### config.mk
export PLATFORM = sky130hd
export DESIGN_NAME = scd_ctrl
export DESIGN_NICKNAME = d
export VERILOG_FILES = /design/src/rtl/core/scd_pkg.sv /design/src/rtl/core/scd_ctrl.sv
export SDC_FILE = /design/constraint.sdc
export NUM_CORES = 1
export LEC_CHECK = 0
export ABC_AREA = 1
export BUFFER_PORTS_ARGS = -buffer_cell sky130_fd_sc_hd__buf_2
export CORE_AREA = 2 2 39 41
export CTS_BUF_LIST = sky130_fd_sc_hd__clkbuf_2 sky130_fd_sc_hd__clkbuf_4 sky130_fd_sc_hd__clkbuf_8
export DETAILED_ROUTE_END_ITERATION = 7
export DIE_AREA = 0 0 41 43
export PLACE_DENSITY = 0.75
export SYNTH_ARGS = -nofsm -noshare
export SYNTH_HDL_FRONTEND = slang
export SYNTH_SLANG_ARGS = --single-unit
### constraint.sdc
create_clock -name i_clk -period 1.7 [get_ports i_clk]
set_clock_uncertainty 0.05 [all_clocks]
set_input_delay 0.085 -clock i_clk [delete_from_list [all_inputs] [get_ports i_clk]]
set_output_delay 0.085 -clock i_clk [all_outputs]
set_load 0.05 [all_outputs]
### src/rtl/core/scd_pkg.sv
package scd_pkg;

    localparam int QUEUE_DEPTH = 16;
    localparam int IDX_W       = $clog2(QUEUE_DEPTH);

    typedef enum logic [1:0] {
        OP_ARRIVE = 2'd0,
        OP_FINISH = 2'd1,
        OP_EXPIRE = 2'd2,
        OP_NONE   = 2'd3
    } t_op;

    localparam logic [2:0] POL_FCFS  = 3'd0;
    localparam logic [2:0] POL_PRIO  = 3'd1;
    localparam logic [2:0] POL_PPRIO = 3'd2;
    localparam logic [2:0] POL_SRTF  = 3'd3;
    localparam logic [2:0] POL_RR    = 3'd4;
    localparam logic [2:0] POL_SJF   = 3'd5;

    typedef enum logic [1:0] {
        SRC_SLOT = 2'd0,
        SRC_E0   = 2'd1,
        SRC_E1   = 2'd2
    } t_src;

    typedef struct packed {
        logic [15:0] id;
        logic [15:0] prio;
        logic [31:0] arrival;
        logic [31:0] requeue;
        logic        started;
        logic [31:0] start;
        logic [31:0] total;
        logic [31:0] remain;
        logic [31:0] order;
    } t_job;

    typedef struct packed {
        logic in_rdy;
        logic load;
        logic prep;
        logic scan_rd;
        logic ce0;
        logic ce1;
        logic commit;
        logic ins0;
        logic ins1;
        logic out_load;
    } t_cmd;

    typedef struct packed {
        logic in_valid;
        logic disp;
        logic scan_last;
        logic out_free;
    } t_sts;

    function automatic logic [31:0] sort_key(t_job j, logic [2:0] pol);
        logic [31:0] k;
        case (pol)
            POL_PRIO, POL_PPRIO: k = {16'd0, j.prio};
            POL_SRTF:            k = j.remain;
            POL_RR:              k = j.requeue;
            POL_SJF:             k = j.total;
            default:             k = j.arrival;
        endcase
        return k;
    endfunction

    function automatic logic comes_first(t_job a, t_job b, logic [2:0] pol);
        logic [31:0] ka;
        logic [31:0] kb;
        logic [31:0] d;
        logic        r;
        ka = sort_key(a, pol);
        kb = sort_key(b, pol);
        d  = a.order - b.order;
        if (ka != kb) begin
            r = ka < kb;
        end else if (a.arrival != b.arrival) begin
            r = a.arrival < b.arrival;
        end else begin
            r = d[31];
        end
        return r;
    endfunction

    // running job leaves the core: charge elapsed slice, restamp order
    function automatic t_job take_off(t_job j, logic [31:0] now, logic [31:0] slice,
                                      logic [31:0] order);
        t_job        o;
        logic [31:0] el;
        o  = j;
        el = now - slice;
        if (j.started && j.start == now) begin
            o.started = 1'b0;
        end
        o.remain = (j.remain > el) ? j.remain - el : 32'd0;
        o.order  = order;
        return o;
    endfunction

endpackage

### src/rtl/core/scd_ctrl.sv
module scd_ctrl (
    input  logic            i_clk,
    input  logic            i_rst_n,
    input  scd_pkg::t_sts   i_sts,
    output scd_pkg::t_cmd   o_cmd
);

    typedef enum logic [9:0] {
        S_IDLE   = 10'b00_0000_0001,
        S_PREP   = 10'b00_0000_0010,
        S_SCAN   = 10'b00_0000_0100,
        S_DRAIN  = 10'b00_0000_1000,
        S_CE0    = 10'b00_0001_0000,
        S_CE1    = 10'b00_0010_0000,
        S_COMMIT = 10'b00_0100_0000,
        S_INS0   = 10'b00_1000_0000,
        S_INS1   = 10'b01_0000_0000,
        S_FIN    = 10'b10_0000_0000
    } t_state;

    t_state r_state, n_state;

    always_comb begin
        n_state = r_state;
        o_cmd   = '0;
        case (r_state)
            S_IDLE: begin
                o_cmd.in_rdy = 1'b1;
                if (i_sts.in_valid) begin
                    o_cmd.load = 1'b1;
                    n_state    = S_PREP;
                end
            end
            S_PREP: begin
                o_cmd.prep = 1'b1;
                n_state    = S_SCAN;
            end
            S_SCAN: begin
                if (!i_sts.disp) begin
                    n_state = S_INS0;
                end else begin
                    o_cmd.scan_rd = 1'b1;
                    if (i_sts.scan_last) begin
                        n_state = S_DRAIN;
                    end
                end
            end
            S_DRAIN: begin
                n_state = S_CE0;
            end
            S_CE0: begin
                o_cmd.ce0 = 1'b1;
                n_state   = S_CE1;
            end
            S_CE1: begin
                o_cmd.ce1 = 1'b1;
                n_state   = S_COMMIT;
            end
            S_COMMIT: begin
                o_cmd.commit = 1'b1;
                n_state      = S_INS0;
            end
            S_INS0: begin
                o_cmd.ins0 = 1'b1;
                n_state    = S_INS1;
            end
            S_INS1: begin
                o_cmd.ins1 = 1'b1;
                n_state    = S_FIN;
            end
            S_FIN: begin
                if (i_sts.out_free) begin
                    o_cmd.out_load = 1'b1;
                    n_state        = S_IDLE;
                end
            end
            default: begin
                n_state = S_IDLE;
            end
        endcase
    end

    always_ff @(posedge i_clk) begin
        if (!i_rst_n) begin
            r_state <= S_IDLE;
        end else begin
            r_state <= n_state;
        end
    end

endmodule

**Word level (Yosys, flattened, before mapping)**

Cells that the tools add are included.

- Eq/ne operators: 13
- Reductions and logical operators: 1
- Mux-type cells: 17

Operators by type and width:

| cell | count |
|---|---|
| $pmux 10 s10 | 1 |
| $mux 10 | 4 |
| $mux 1 | 11 |
| $eq 10x1->1 const B | 1 |
| $eq 10x10->1 const B | 1 |
| $eq 10x2->1 const B | 1 |
| $eq 10x3->1 const B | 1 |
| $eq 10x4->1 const B | 1 |
| $eq 10x5->1 const B | 1 |
| $eq 10x6->1 const B | 1 |
| $eq 10x7->1 const B | 1 |
| $eq 10x8->1 const B | 1 |
| $eq 10x9->1 const B | 1 |
| $ne 2x2->1 const B | 2 |
| $ne 3x3->1 const B | 1 |
| $reduce_and 3->1 | 1 |
| $mux 2 | 1 |

- Input port bits: 6
- Word-level logic and storage cells: 32
- Flip-flop bits (word level): 10
- Output and inout port bits: 10

**Depth between registers and ports, before layout**

- Depth after elaboration: 3
- Mapped depth: 9
- Gate-level depth less buffers: 9

**Least setup slack after synthesis**

OpenSTA, ideal clock, no wires.

- Path type: register -> register
- Start point: reg r_state[2]
- End point: reg r_state[8]
- Data arrival time: 2370 ps
- Cell stages (with the launch flop): 6
- Path buffers: 0
- Data required time: 1585 ps
- Path slack: -784 ps
- Cells stage by stage: dfxtp_1 > nor2_2 > nand2_1 > nor4_1 > nand3_1 > inv_1

- Word-level cells in the longest chain between the ends: 3
- Elaborated cells between the ends (all ways): 15

Ends and longest elaborated chain:

| element | RTL line | text |
|---|---|---|
| start, declared | scd_ctrl.sv:21 | `t_state r_state, n_state;` |
| start signal, assigned | scd_ctrl.sv:87 | `r_state <= n_state;` |
| $eq 10x3->1, or another cell as far along | scd_ctrl.sv:26 | `case (r_state)` |
| $ne 3x3->1 (no line) / $ne 2x2->1 (equally long branches) | n/a |  |
| $reduce_and 3->1 (no line) | n/a |  |

Several ways; a longest one is shown, not always the timed one.
A chain may end at the register's enable or synchronous reset.

==> results.ini <==
[min_path]
hold-path-endpoint=r_state[0]$_SDFFE_PN1P_
hold_depth=2
hp-class=primary input to flip-flop
min_from=i_rst_n

[yosys]
postSynthCellCount=101
yosysWarnings=0
ys_types=16
yosysSeqAreaShare_pct=30.4
synth_seq_cells=10
synth_area_um2=658
syn-num-nets=107
avgSynthCellArea_um2=6.52

[setup_path]
regToRegSetupSlack_ps=240
reg2reg_depth=10
cpPeakStageDelay_ps=360
crit_top_cell=nor2_2
worstPathRequired_ps=1560
path_delay_family=simple AND/OR/NAND/NOR gates
arrival_ps=1460
setup.worst_path.start=r_state[6]$_SDFFE_PN0P_
critical_path.max_fanout=4
endpoint_kind=output port
worstReg2RegEnd=r_state[5]$_SDFFE_PN0P_
start_kind=flip-flop
worstPathCellList=nor2_2, nand2_2, nor2_2, nand2_1, inv_1, buf_2
slowest_stage=dfxtp_1
cp_num_buf_inv=2
crit_type=flip-flop to output port
reg2reg_from=r_state[6]$_SDFFE_PN0P_

[finish]
final_common_cell=inv_1
layout-drive-gt1-share_pct=35.0
largestRegisters=r_state (10)
final_cell_mix=25 x inv_1, 17 x nor2_1, 15 x nand2_1, 12 x buf_2, 10 x dfxtp_1
regMostFlops=r_state
fillers=130
syn_to_final_growth_pct=22.8
seqCellArea_um2=200
multi_input_area_um2=382
fin_nets=128
diodes=0
largest_reg_flops=10
design_area_um2=808

[place]
numPortBuffers=15
post-dp-hpwl_mm=1.08
place_area_um2=768
finalWeightedCongestion=0.775

[power]
p_total_uw=1090
p_leak_uw=0.000476
ir_drop_v=0.000898
power_per_cell_area_mw_per_mm2=1350

[timing]
rsz0062_at_grt=false
hold_viol=0
final_max_slew_viol_count=0
slew_headroom_pct=83.4
holdWs_ps=31.1
period_needed_ps=1590
setup_violations=0
post-route-period-util_pct=93.8
worst_pin_slew_ps=250
setup-tns-final_ps=0
max_freq_ghz=0.627

[clock_tree]
cts_hold_buffers=0
cts_buffers=3
clkSinkCount=10
path_clk_slew_ps=60
cts_buffer_depth=2
htreeDepth=1
worstSkewPairLatency_ps=270
cts-root-buf=clkbuf_4
cts_tree=yes

[routing]
met1Wirelength_um=553
vias_per_cell=4.61
wl_per_cell_um=9.53
drt-pass1-iter-count=4
drc_errors=0
detail-route-antenna-nets=0
top_layer_used=met4
met2_wirelength_um=633
drt-initial-drc-count=17
dr_wl_met3_um=67
vias=627
wirelength_mm=1.30

[global_route]
grt_pass1_vias=600
gr-usage-all-layers_pct=19.4
overflow=0
antenna_found_initial=0
grt_pass1_wl_mm=2.25
grt_max_degree=8

[die]
die_x_um=41
coreArea_mm2=0.00138
fp-row-count=14
start_util_pct=47.6
die_h_um=43
die_area_mm2=0.00176
io_pins=16

[run_status]
status=complete, no violations

[flow_run]
maxCapViolations=0

## report_power, final
part | switching, µW | total (µW) | internal, µW
clock network | 85.9 | 168 | 82.2
registers | 23.4 | 291 | 268
logic | 443 | 630 | 187
## worst max path at each step
stage,endpoint,depth (start not counted),slack (ps)
2_1_floorplan,o_cmd[0],5,140
3_3_place_gp,r_state[6]$_SDFFE_PN0P_,9,310
3_5_place_dp,r_state[5]$_SDFFE_PN0P_,9,300
4_1_cts,o_cmd[7],6,60
5_1_grt,o_cmd[6],6,4
6_report,o_cmd[5],6,110
## cell families (layout without fill, tap and decap cells)
group / count (synthesis) / in the layout / synth area share (%)
DFF: 10 / 10 / 30.4
AOI/OAI and AO/OA: 4 / 4 / 3.04
buffers and inverters: 25 / 44 / 14.3
and+or+nand+nor: 62 / 62 / 52.3
## layer usage
| layer | global-route usage, % | vias to the layer above |
|---|---|---|
| met4 | 14.0 | 0 |
| li1 | - | 339 |
| met3 | 4.71 | 5 |
| met2 | 28.7 | 18 |
| met1 | 22.9 | 265 |
| met5 | 0 | - |
## cells in the mapped netlist
cell | count | share of area [%]
nand4_1 | 2 | 1.9
nand3_2 | 4 | 6.1
nand3_1 | 4 | 3.0
o21ai_0 | 2 | 1.5
nor2_2 | 6 | 5.7
o21ai_1 | 1 | 0.76
nor2_1 | 17 | 9.7
dfxtp_1 | 10 | 30
inv_1 | 25 | 14
nor2_4 | 5 | 8.6
nand2_2 | 5 | 4.8
a21oi_1 | 1 | 0.76
nor3_1 | 1 | 0.76
nand2_4 | 1 | 1.7
nand2_1 | 16 | 9.1
nor4_1 | 1 | 0.95
## worst register-to-register path: cells and delay by family (launching register included)
kind,cells,cell delay [ps]
AND/OR/NAND/NOR,8,680
flip-flops,1,430
buffers and inverters,2,200
## per-stage QoR
step / worst slack [ps] / util (%) / instances
2_1_floorplan: 143 / - / 101
3_3_place_gp: 315 / 55.5 / 132
3_5_place_dp: 302 / 55.5 / 132
4_1_cts: 62.8 / 57.1 / 135
5_1_grt: 3.51 / 58.4 / 136
6_report: 106 / 58.4 / 136
## repair_timing
action	4_1_cts	5_1_grt
gates resized for setup	0	4
endpoints found under the setup margin	0	5
buffers inserted	0	1
## area by class of cell
type                       count  area share, %
clock buffer                   3           2.79
sequential                    10           24.8
multi-input combinational     66           47.2
timing repair buffer          16           11.1
tap                           16           2.48
inverter                      25           11.6
No activity file was read; power rests on OpenSTA's default activity.
